===== src/hdl/ccpd_pkg.sv =====
`default_nettype none
// ----------------------------------------------------------------------------
// ccpd_pkg
// Shared types, codes and the CRC-8 byte step for the packet deframer.
// ----------------------------------------------------------------------------
package ccpd_pkg;

	// Default raw store depth in 7-bit entries.
	localparam int RAW_DEPTH_DEFAULT = 64;

	// Register reset values.
	localparam logic [7:0] START_CODE_RESET = 8'd128;
	localparam logic [7:0] END_CODE_RESET   = 8'd129;

	// Register indexes on the configuration port.
	localparam logic REG_START_CODE = 1'b0;
	localparam logic REG_END_CODE   = 1'b1;

	// Reflected CRC-8 polynomial and seed.
	localparam logic [7:0] CRC_POLY = 8'h8C;
	localparam logic [7:0] CRC_INIT = 8'h00;

	// Result kinds.
	localparam logic [2:0] KIND_PAYLOAD  = 3'd0;
	localparam logic [2:0] KIND_GOOD_END = 3'd1;
	localparam logic [2:0] KIND_CRC_ERR  = 3'd2;
	localparam logic [2:0] KIND_LEN_ERR  = 3'd3;
	localparam logic [2:0] KIND_BAD_CMD  = 3'd4;
	localparam logic [2:0] KIND_NO_START = 3'd5;

	// Control word for the shared CRC unit.
	typedef struct packed {
		logic clear;
		logic step;
	} crc_ctl_t;

	// One byte through the reflected CRC, least significant bit first.
	function automatic logic [7:0] crc8_byte(input logic [7:0] crc_in, input logic [7:0] data);
		logic [7:0] c;
		logic [7:0] d;
		logic       fb;
		c = crc_in;
		d = data;
		for (int i = 0; i < 8; i++) begin
			fb = c[0] ^ d[0];
			c  = c >> 1;
			if (fb) begin
				c = c ^ CRC_POLY;
			end
			d = d >> 1;
		end
		return c;
	endfunction

endpackage
`default_nettype wire


===== src/hdl/ccpd_crc_unit.sv =====
`default_nettype none
// ----------------------------------------------------------------------------
// ccpd_crc_unit
// Shared CRC-8 accumulator: one stored byte is folded in per step.
// ----------------------------------------------------------------------------
module ccpd_crc_unit (
	input  wire                 clk,
	input  wire                 arst_n,
	input  ccpd_pkg::crc_ctl_t  ctl,
	input  wire  [7:0]          din,
	output logic [7:0]          crc
);
	import ccpd_pkg::*;

	logic [7:0] crc_q;

	// Accumulator register: clear to the seed, or fold in one byte.
	always_ff @(posedge clk or negedge arst_n) begin
		if (!arst_n) begin
			crc_q <= CRC_INIT;
		end else if (ctl.clear) begin
			crc_q <= CRC_INIT;
		end else if (ctl.step) begin
			crc_q <= crc8_byte(crc_q, din);
		end
	end

	assign crc = crc_q;

endmodule
`default_nettype wire


===== src/hdl/crc8_checked_packet_deframer.sv =====
`default_nettype none
// ----------------------------------------------------------------------------
// crc8_checked_packet_deframer
// Frames 7-bit serial bytes into packets, checks the CRC-8 at the end code
// and emits the unpacked payload words followed by a status word.
// ----------------------------------------------------------------------------
//  Channel   Signals                                   Direction
//  input     in_valid, in_ready, rx_byte               into the block
//  output    out_valid, out_ready, kind, value, last   out of the block
//  config    psel, penable, pwrite, paddr, pwdata,     APB slave
//            prdata, pready
//
// A data, start or unknown command word is handled in the idle state alone.
// An end code over a good-length packet runs the CRC pass (read, accumulate
// per entry before the check pair), then the check pair, then each payload
// pair, through the single read port of the raw store feeding the shared CRC
// unit; payload words also wait on out_ready. The next input word is taken
// once the sequencer is idle and the output register is free or draining.
// Reset clears all control state; the raw store holds no reset value.
// ----------------------------------------------------------------------------
module crc8_checked_packet_deframer #(
	parameter int RAW_DEPTH = ccpd_pkg::RAW_DEPTH_DEFAULT
) (
	input  wire         clk,
	input  wire         arst_n,
	// Input channel
	input  wire         in_valid,
	output logic        in_ready,
	input  wire  [7:0]  rx_byte,
	// Output channel
	output logic        out_valid,
	input  wire         out_ready,
	output logic [2:0]  kind,
	output logic [7:0]  value,
	output logic        last,
	// Configuration port
	input  wire         psel,
	input  wire         penable,
	input  wire         pwrite,
	input  wire  [2:0]  paddr,
	input  wire  [31:0] pwdata,
	output logic [31:0] prdata,
	output logic        pready
);
	import ccpd_pkg::*;

	localparam int CNT_W  = $clog2(RAW_DEPTH + 1);
	localparam int ADDR_W = $clog2(RAW_DEPTH);

	typedef enum logic [6:0] {
		S_IDLE      = 7'b0000001,
		S_CRC_RD    = 7'b0000010,
		S_CRC_ACC   = 7'b0000100,
		S_PAIR_LO   = 7'b0001000,
		S_PAIR_HI   = 7'b0010000,
		S_PAIR_USE  = 7'b0100000,
		S_EMIT_WAIT = 7'b1000000
	} state_t;

	state_t            state_q;
	logic [7:0]        start_code_q;
	logic [7:0]        end_code_q;
	logic              in_packet_q;
	logic              ovf_q;
	logic [CNT_W-1:0]  cnt_q;
	logic [CNT_W-1:0]  ptr_q;
	logic [CNT_W-1:0]  chk_pos_q;
	logic              chk_mode_q;
	logic [6:0]        lo_q;
	logic [6:0]        rd_data_q;
	logic              out_valid_q;
	logic [2:0]        kind_q;
	logic [7:0]        value_q;
	logic              last_q;

	logic [6:0]        raw_mem [RAW_DEPTH];

	logic              accept_in;
	logic              out_fire;
	logic              cfg_we;
	logic              is_data;
	logic              is_start;
	logic              is_end;
	logic              len_bad;
	logic              store_full;
	logic              mem_we;
	logic              begin_check;
	logic [CNT_W-1:0]  rd_ptr;
	logic [7:0]        pair_byte;
	logic [7:0]        crc_val;
	crc_ctl_t          crc_ctl;

	// Handshakes and decode of the incoming word.
	assign accept_in   = in_valid && in_ready;
	assign out_fire    = out_valid_q && out_ready;
	assign cfg_we      = psel && penable && pwrite && pready;
	assign is_data     = !rx_byte[7];
	assign is_start    = (rx_byte == start_code_q);
	assign is_end      = (rx_byte == end_code_q);
	assign store_full  = (cnt_q >= CNT_W'(RAW_DEPTH));
	assign len_bad     = ovf_q || (cnt_q < CNT_W'(2)) || cnt_q[0];
	assign mem_we      = accept_in && is_data && in_packet_q && !store_full;
	assign begin_check = accept_in && !is_data && !is_start && is_end && in_packet_q
		&& !len_bad;
	assign in_ready    = (state_q == S_IDLE) && (!out_valid_q || out_ready);

	// Configuration read side.
	assign pready = 1'b1;
	always_comb begin
		prdata = 32'd0;
		unique case (paddr[2])
			REG_START_CODE: prdata = {24'd0, start_code_q};
			REG_END_CODE:   prdata = {24'd0, end_code_q};
			default:        prdata = 32'd0;
		endcase
	end

	// Raw store: written while a packet is open, read one entry per cycle.
	assign rd_ptr = (state_q == S_PAIR_HI) ? (ptr_q + CNT_W'(1)) : ptr_q;

	always_ff @(posedge clk) begin
		if (mem_we) begin
			raw_mem[cnt_q[ADDR_W-1:0]] <= rx_byte[6:0];
		end
		rd_data_q <= raw_mem[rd_ptr[ADDR_W-1:0]];
	end

	// Shared CRC unit over the stored entries.
	assign crc_ctl.clear = begin_check;
	assign crc_ctl.step  = (state_q == S_CRC_ACC);

	ccpd_crc_unit u_crc (
		.clk    (clk),
		.arst_n (arst_n),
		.ctl    (crc_ctl),
		.din    ({1'b0, rd_data_q}),
		.crc    (crc_val)
	);

	// Unpacked byte: low seven bits of the first entry, bit 0 of the second.
	assign pair_byte = {rd_data_q[0], lo_q};

	// Sequencer, packet state, configuration registers and output register.
	always_ff @(posedge clk or negedge arst_n) begin
		if (!arst_n) begin
			state_q      <= S_IDLE;
			start_code_q <= START_CODE_RESET;
			end_code_q   <= END_CODE_RESET;
			in_packet_q  <= 1'b0;
			ovf_q        <= 1'b0;
			cnt_q        <= '0;
			ptr_q        <= '0;
			chk_pos_q    <= '0;
			chk_mode_q   <= 1'b0;
			lo_q         <= '0;
			out_valid_q  <= 1'b0;
			kind_q       <= KIND_PAYLOAD;
			value_q      <= 8'd0;
			last_q       <= 1'b0;
		end else begin
			if (cfg_we) begin
				unique case (paddr[2])
					REG_START_CODE: start_code_q <= pwdata[7:0];
					REG_END_CODE:   end_code_q   <= pwdata[7:0];
					default:        ;
				endcase
			end

			if (out_fire) begin
				out_valid_q <= 1'b0;
			end

			unique case (state_q)
				S_IDLE: begin
					if (accept_in) begin
						if (is_data) begin
							if (in_packet_q) begin
								if (!store_full) begin
									cnt_q <= cnt_q + CNT_W'(1);
								end else begin
									ovf_q <= 1'b1;
								end
							end
						end else if (is_start) begin
							in_packet_q <= 1'b1;
							cnt_q       <= '0;
							ovf_q       <= 1'b0;
						end else begin
							// Any other command closes the packet.
							in_packet_q <= 1'b0;
							cnt_q       <= '0;
							ovf_q       <= 1'b0;
							if (!is_end) begin
								out_valid_q <= 1'b1;
								kind_q      <= KIND_BAD_CMD;
								value_q     <= rx_byte;
								last_q      <= 1'b1;
							end else if (!in_packet_q) begin
								out_valid_q <= 1'b1;
								kind_q      <= KIND_NO_START;
								value_q     <= rx_byte;
								last_q      <= 1'b1;
							end else if (len_bad) begin
								out_valid_q <= 1'b1;
								kind_q      <= KIND_LEN_ERR;
								value_q     <= 8'd0;
								last_q      <= 1'b1;
							end else begin
								ptr_q      <= '0;
								chk_pos_q  <= cnt_q - CNT_W'(2);
								chk_mode_q <= 1'b1;
								state_q    <= (cnt_q == CNT_W'(2)) ? S_PAIR_LO : S_CRC_RD;
							end
						end
					end
				end
				S_CRC_RD: begin
					state_q <= S_CRC_ACC;
				end
				S_CRC_ACC: begin
					ptr_q <= ptr_q + CNT_W'(1);
					if (ptr_q + CNT_W'(1) == chk_pos_q) begin
						state_q <= S_PAIR_LO;
					end else begin
						state_q <= S_CRC_RD;
					end
				end
				S_PAIR_LO: begin
					state_q <= S_PAIR_HI;
				end
				S_PAIR_HI: begin
					lo_q    <= rd_data_q;
					state_q <= S_PAIR_USE;
				end
				S_PAIR_USE: begin
					if (chk_mode_q) begin
						// Check pair against the accumulated CRC.
						if (pair_byte != crc_val) begin
							out_valid_q <= 1'b1;
							kind_q      <= KIND_CRC_ERR;
							value_q     <= 8'd0;
							last_q      <= 1'b1;
							state_q     <= S_IDLE;
						end else begin
							chk_mode_q <= 1'b0;
							ptr_q      <= '0;
							if (chk_pos_q == '0) begin
								out_valid_q <= 1'b1;
								kind_q      <= KIND_GOOD_END;
								value_q     <= 8'd0;
								last_q      <= 1'b1;
								state_q     <= S_IDLE;
							end else begin
								state_q <= S_PAIR_LO;
							end
						end
					end else begin
						out_valid_q <= 1'b1;
						kind_q      <= KIND_PAYLOAD;
						value_q     <= pair_byte;
						last_q      <= 1'b0;
						ptr_q       <= ptr_q + CNT_W'(2);
						state_q     <= S_EMIT_WAIT;
					end
				end
				S_EMIT_WAIT: begin
					if (out_fire) begin
						if (ptr_q == chk_pos_q) begin
							out_valid_q <= 1'b1;
							kind_q      <= KIND_GOOD_END;
							value_q     <= 8'(chk_pos_q >> 1);
							last_q      <= 1'b1;
							state_q     <= S_IDLE;
						end else begin
							state_q <= S_PAIR_LO;
						end
					end
				end
				default: begin
					state_q <= S_IDLE;
				end
			endcase
		end
	end

	assign out_valid = out_valid_q;
	assign kind      = kind_q;
	assign value     = value_q;
	assign last      = last_q;

	// The packet is always closed while the sequencer walks the store.
	a_closed_while_busy: assert property (@(posedge clk) disable iff (!arst_n)
		state_q != S_IDLE |-> !in_packet_q && cnt_q == '0)
		else $error("packet open while the sequencer is busy");

	// The CRC pass always stops exactly at the check pair.
	a_check_at_pair: assert property (@(posedge clk) disable iff (!arst_n)
		state_q == S_PAIR_LO && chk_mode_q |-> ptr_q == chk_pos_q)
		else $error("check pair read at the wrong position");

	// The fill count never runs past the store.
	a_count_bound: assert property (@(posedge clk) disable iff (!arst_n)
		cnt_q <= CNT_W'(RAW_DEPTH))
		else $error("raw count beyond store depth");

	// A payload word is never the last word of a packet.
	a_payload_not_last: assert property (@(posedge clk) disable iff (!arst_n)
		out_valid_q && kind_q == KIND_PAYLOAD |-> !last_q)
		else $error("payload word marked last");

endmodule
`default_nettype wire


===== config.mk =====
export PLATFORM = sky130hd
export DESIGN_NAME = crc8_checked_packet_deframer
export DESIGN_NICKNAME = d
export VERILOG_FILES = /design/src/hdl/ccpd_pkg.sv /design/src/hdl/ccpd_crc_unit.sv /design/src/hdl/crc8_checked_packet_deframer.sv
export SDC_FILE = /design/constraint.sdc
export NUM_CORES = 1
export LEC_CHECK = 0
export ABC_AREA = 1
export BUFFER_PORTS_ARGS = -buffer_cell sky130_fd_sc_hd__buf_2
export CAP_MARGIN = 10
export CORE_ASPECT_RATIO = 0.9
export CORE_MARGIN = 1
export CORE_UTILIZATION = 32
export CTS_CLUSTER_SIZE = 24
export DETAILED_ROUTE_END_ITERATION = 6
export SKIP_LAST_GASP = 1
export SYNTH_ARGS = -nofsm -noshare
export SYNTH_HDL_FRONTEND = slang
export SYNTH_SLANG_ARGS = --single-unit

===== constraint.sdc =====
create_clock -name clk -period 2.7 [get_ports clk]
set_input_delay 0.135 -clock clk [delete_from_list [all_inputs] [get_ports clk]]
set_output_delay 0.135 -clock clk [all_outputs]
set_load 0.01 [all_outputs]

Word level (Yosys, flattened, before mapping)
Memories as Yosys holds them, arrays and structs flattened. A register that Yosys moved wholly into a read port is not among the register bits.
Cells that the tools add are included.
{"block": "classes", "n_eq_ne": 25, "addsub": 4, "bitwise": 18, "reduce_logical": 38, "mux": 116, "magnitude_cmp": 2}
{"op": "$mux 8", "count": 35}
{"op": "$mux 7", "count": 19}
{"op": "$pmux 32 s2", "count": 1}
{"op": "$pmux 7 s7", "count": 1}
{"op": "$mux 1", "count": 37}
{"op": "$mux 3", "count": 11}
{"op": "$not 2->3", "count": 8}
{"op": "$pmux 8 s3", "count": 1}
{"op": "$pmux 7 s3", "count": 1}
{"op": "$reduce_and 7->1", "count": 3}
{"op": "$mux 4", "count": 5}
{"op": "$ne 2x2->1 const B", "count": 9}
{"op": "$eq 8x8->1", "count": 2}
{"op": "$reduce_and 8->1", "count": 2}
{"op": "$add 7x1->7 const B", "count": 2}
{"op": "$eq 7x2->1 const B", "count": 2}
{"op": "$eq 7x7->1", "count": 2}
{"op": "$logic_and 1x1->1", "count": 13}
{"op": "$pmux 3 s3", "count": 1}
{"op": "$ne 4x4->1 const B", "count": 2}
{"op": "$ne 8x8->1", "count": 1}
{"op": "$reduce_and 4->1", "count": 2}
{"op": "$reduce_bool 2->1", "count": 4}
{"op": "$add 7x2->7 const B", "count": 1}
{"op": "other kinds (21)", "count": 38}
{"block": "word_totals", "word_cells": 219, "n_memories": 1, "input_bits": 50, "out_inout_bits": 47, "reg_bits": 75, "ramBits": 448}
{"name": "raw_mem", "words": 64, "width": 7, "rd": 1, "rd_clocked_by_memory_dff": 1, "write_ports": 1, "line": "crc8_checked_packet_deframer.sv:76", "source": "logic [6:0] raw_mem [RAW_DEPTH];"}

Depth between registers and ports, before layout
{"block": "logic_depth", "depth_word": 38, "ltp_mapped": 15, "depth_no_buf": 14}

Modules after synthesis
From an unflattened synthesis, not the netlist that was laid out.
{"block": "unflattened", "hier_cells": 2655, "area_unflattened_um2": 25135.4}
{"module": "crc8_checked_packet_deframer", "area_each_um2": 24448.4, "n_inst": 1, "seq_area_each_um2": 15274.6, "cells_per_inst": 2555}
{"module": "ccpd_crc_unit", "area_each_um2": 686.9, "n_inst": 1, "seq_area_each_um2": 200.2, "cells_per_inst": 100}

Worst setup path after synthesis
No wires, ideal clock.
{"block": "synth_timing", "path_kind": "reg-to-reg", "from": "register state_q[5]", "to": "memory raw_mem[63][0], enable pin", "required_time_ps": 2310, "setup_ps": 390, "synth_period_minus_slack_ps": 2567, "path_buffers": 0, "stages_incl_launch_ff": 12, "slack_ps": 133, "arrival_ps": 2177, "path_cell_list": "dfrtp_1 > inv_2 > nand2_1 > nor2_2 > nand4_4 > nor2_2 > nand2_2 > nor2_2 > nand2_1 > inv_2 > nand2_2 > nor4_1"}
{"block": "synth_via", "elab_chain_cells": 8}
{"item": "from (decl)", "line": "crc8_checked_packet_deframer.sv:60", "source": "state_t state_q;"}
{"item": "from (signal assigned)", "line": "crc8_checked_packet_deframer.sv:212", "source": "state_q <= (cnt_q == CNT_W'(2)) ? S_PAIR_LO : S_CRC_RD;"}
{"item": "$eq 7x1->1", "line": "crc8_checked_packet_deframer.sv:105", "source": "assign in_ready = (state_q == S_IDLE) && (!out_valid_q || out_ready);"}
{"item": "$logic_and 1x1->1", "line": "crc8_checked_packet_deframer.sv:105"}
{"item": "named net in_ready", "line": "crc8_checked_packet_deframer.sv:28", "source": "output logic in_ready,"}
{"item": "$logic_and 1x1->1", "line": "crc8_checked_packet_deframer.sv:94", "source": "assign accept_in = in_valid && in_ready;"}
{"item": "$logic_and 1x1->1 (3 in series)", "line": "crc8_checked_packet_deframer.sv:102", "source": "assign mem_we = accept_in && is_data && in_packet_q && !store_full;"}
{"item": "$mux 1", "line": "crc8_checked_packet_deframer.sv:122", "source": "if (mem_we) begin"}
{"item": "$mux 1 (implied by the code)", "line": "crc8_checked_packet_deframer.sv:123", "source": "raw_mem[cnt_q[ADDR_W-1:0]] <= rx_byte[6:0];"}
{"item": "to (decl)", "line": "crc8_checked_packet_deframer.sv:76"}
The timed path passes the listed nets, and every way through them passes these cells.

Worst setup path in the final report
{"block": "layout_timing", "from": "register state_q[2]", "to": "register rd_data_q[2], read port of raw_mem"}
{"block": "layout_via", "elab_chain_cells": 2}
{"item": "$eq 7x5->1", "line": "crc8_checked_packet_deframer.sv:119", "source": "assign rd_ptr = (state_q == S_PAIR_HI) ? (ptr_q + CNT_W'(1)) : ptr_q;"}
{"item": "$mux 6", "line": "crc8_checked_packet_deframer.sv:119"}
{"item": "to (decl)", "line": "crc8_checked_packet_deframer.sv:70", "source": "logic [6:0] rd_data_q;"}
Every way passes these cells.
A chain may end at the register's enable or synchronous reset.

==> summary.md <==
| Metric | Value |
|---|---|
| Status | `finished clean` |
| Setup CP Type | `flop to flop` |
| Number of vias per cell | `4.64` |
| Peak supply drop | `503 uV` |
| RSZ-0062 raised after global routing | `true` |
| Clk pwr share | `41.9%` |
| Clock skew | `0.0330 ns` |
| Initial antenna violation count | `3` |
| Setup ws final | `0.145 ns` |
| Antenna cells | `0` |
| Commonest non-fill, non-tap cell in the layout | `nand2_1` |
| Power Density | `606 nW/um^2` |
| Synth Register Bits | `530` |
| Post-Place Cells | `3722` |
| Power, Total | `17.6 mW` |
| Crit Path Max Fanout | `27` |
| DP HPWL | `41100 um` |
| Final ANT Viol Nets | `0` |
| Htree depth | `2` |
| Drt initial violations | `1520` |
| Storage element area | `~15000 um^2` |
| Mapped cell area | `25000 um^2` |
| Total gr overflow | `0` |
| Slew headroom | `33.8%` |
| Synth top area share | `53.9%` |
| Final hold viol count | `0` |
| Synth Area per Inst | `9.54 um^2` |
| Ys flop type | `edfxtp_1` |
| Synth Instances | `2618` |
| Logic pwr share | `under 10%` |
| Layout cell share with drive strength beyond 1 | `11.6%` |
| GR Util All Layers | `16.6%` |
| Leakage power total | `12.7 nW` |
| Clk slew on worst S/H paths | `~0.060 ns` |
| Final core occ | `37.8%` |
| Reg-to-reg startpoint | `state_q[2]` |
| Worst-Skew Late Latency | `between 0.6 and 0.7 ns` |
| CTS tree | `built` |
| Crit. End Element | `flop` |
| Setup Fix Bufs, Post-CTS | `0` |
| Filler cells | `between 7000 and 8000` |
| First-pass GRT wire length | `99900 um` |
| Most frequent cells in the layout | `nand2_1 (636), nand3_1 (518), inv_1 (482)` |
| Sw Pwr | `4.12 mW` |
| Non-Filler Instances | `3840` |
| Die area | `79100 um^2` |
| Yosys cell types | `46` |
| Footprint of the multi-input gates | `between 6000 and 7000 um^2` |
| Post-synthesis sequential area ratio | `62.0%` |
| Die span in x | `296 um` |
| Number of remaining DRC errors | `0` |
| IO buf count | `45` |
| Core area | `76800 um^2` |
| Post-synth ARST share | `14.2%` |
| Hold Crit Class | `input pin to flop` |
| CP Data Required Time | `approximately 3.2 ns` |
| Int Pwr | `13.5 mW` |
| Startpoint type of the worst setup path | `flop` |
| Vias in the first global route | `approximately 17000` |
| Via count | `around 18000` |
| Number of synthesized flops with an enable pin | `448` |
| Root buffer cell | `clkbuf_16` |
| Critical path data arrival time | `3.10 ns` |
| Final setup fails | `0` |
| Fin nets | `around 2800` |
| Max Cap Viol | `0` |
| # IOs | `97` |
| Post-route setup TNS | `0 ns` |
| Final Instance Area | `29000 um^2` |
| Pins over their slew limit | `0` |
| Pre-antenna DRT Iters | `5` |
| Pre-CTS setup slack | `0.0460 ns` |
| CTS sink count | `530` |
| Peak Freq | `391 MHz` |
| Initial core utilization | `32.5%` |
| Seq pwr share | `51.6%` |
| Switching share of power | `23.4%` |
| Routed WL | `65100 um` |
| Chip Height | `267 um` |
| WL/cell | `16.9 um` |
| Routability cong. | `0.852` |
| Site row count | `96` |
| Worst Max-Slew Pin Slew | `0.993 ns` |
| Synthesis Warnings | `0` |
| Placed inst area | `27100 um^2` |
| Largest net degree at the start of global routing | `76` |
| Final Cycle Share | `94.6%` |
| CP startpoint | `state_q[2]` |
| Final hold slack | `0.0910 ns` |
| Top cells by area, synth | `edfxtp_1 (54%), nand3_1 (10%), nand2_1 (9.6%)` |
| Min-delay src | `rx_byte[1]` |
| Final worst path period need | `between 2 and 3 ns` |
| Clock buffer depth | `3` |
| Layout Area Growth over Synthesis | `16.3%` |
| CTS Buf Count | `55` |
| Area leader, netlist | `edfxtp_1` |
## metal layers
metal | vias to the layer above | part of all wire (%) | GRT usage, %
li1 | 8697 | - | -
met1 | 8560 | 45 | 23.3
met2 | 483 | 47 | 27.0
met3 | 74 | 6.1 | 2.42
met4 | 0 | 1.7 | 3.93
met5 | - | 0 | 0
## state kept, by name, indices dropped and copies added (netlist names)
name and flops:
out_valid 1, u_crc.crc 8, ovf_q 1, kind 3
start_code_q 8, in_packet_q 1, chk_mode_q 1, chk_pos_q 7
end_code_q 8, ptr_q 7, state_q 7, raw_mem 448
rd_data_q 7, cnt_q 7, value 8, lo_q 7
last 1
## synth_stat cells, types with 5 or more instances
library cell	count
a21oi_1	15
inv_1	482
nor2_2	7
ha_1	8
nor2_4	5
o21ai_0	37
buf_4	50
xor2_1	27
edfxtp_1	448
nor2_1	99
buf_2	57
nand2_1	637
nor3_1	8
inv_2	10
nand3_1	518
nand4_1	11
or2_2	6
clkbuf_1	22
o21ai_1	13
xnor2_1	28
dfrtp_1	71
dfxtp_1	7
## kinds of logic (layout without fill, tap and decap cells)
kind of cell               count (synthesis)  in the layout  synth area share, %
and+or+nand+nor                         1314           1314                 23.3
adders and majority gates                  8              8                0.401
buffers and inverters                    631            801                 10.6
xor gates and xnor gates                  55             55                 1.93
DFF                                      530            530                 62.0
other                                      2             25               0.0301
AOI/OAI and AO/OA                         78             78                 1.73
## worst max-delay path, stage by stage (launching register included)
cell,delay [ns]
dfrtp_1,0.42
nor2_4,0.19
nand2_4,0.10
nor2_4,0.13
buf_4,0.21
nand2_1,0.11
o21ai_4,0.18
buf_4,0.38
nand3_1,0.12
nand3_1,0.16
nand3_1,0.10
nand3_1,0.11
nand3_1,0.14
nand2_1,0.12
## final timing paths
check | to | slack [ns] | depth (start not counted)
worst max-delay path | rd_data_q[2] | 0.15 | 13
worst min-delay path | value[1] | 0.09 | 5
worst max register to register | rd_data_q[2] | 0.15 | 13
worst min register to register | value[3] | 0.47 | 2
max in group asynchronous | chk_pos_q[3] | 1.80 | 2
min in group asynchronous | value[3] | 0.24 | 2
## final cells by class
cell class              count  area share (%)
clock inverters            37            1.07
inverters                 494            6.39
flip-flops and latches    530            53.3
well taps                1029            4.44
clock buffers              65            4.87
repair buffers            205            5.89
multi-input cells        1480            24.0
## power groups by stage
stage	combinational [mW]	clock [mW]	sequential, mW
2_1_floorplan	0.616	0	9.24
4_1_cts	1.16	7.49	9.08
3_5_place_dp	1.14	0	9.25
3_3_place_gp	1.13	0	9.25
6_report	1.15	7.37	9.08
5_1_grt	1.27	7.80	9.09
## repair_timing
item,in CTS,in global routing
endpoints found under the setup margin,0,58
resized for setup,0,4
endpoints found under the hold margin,101,0
hold buffers,16,0
Note: power is estimated with default switching activity, not from simulation.
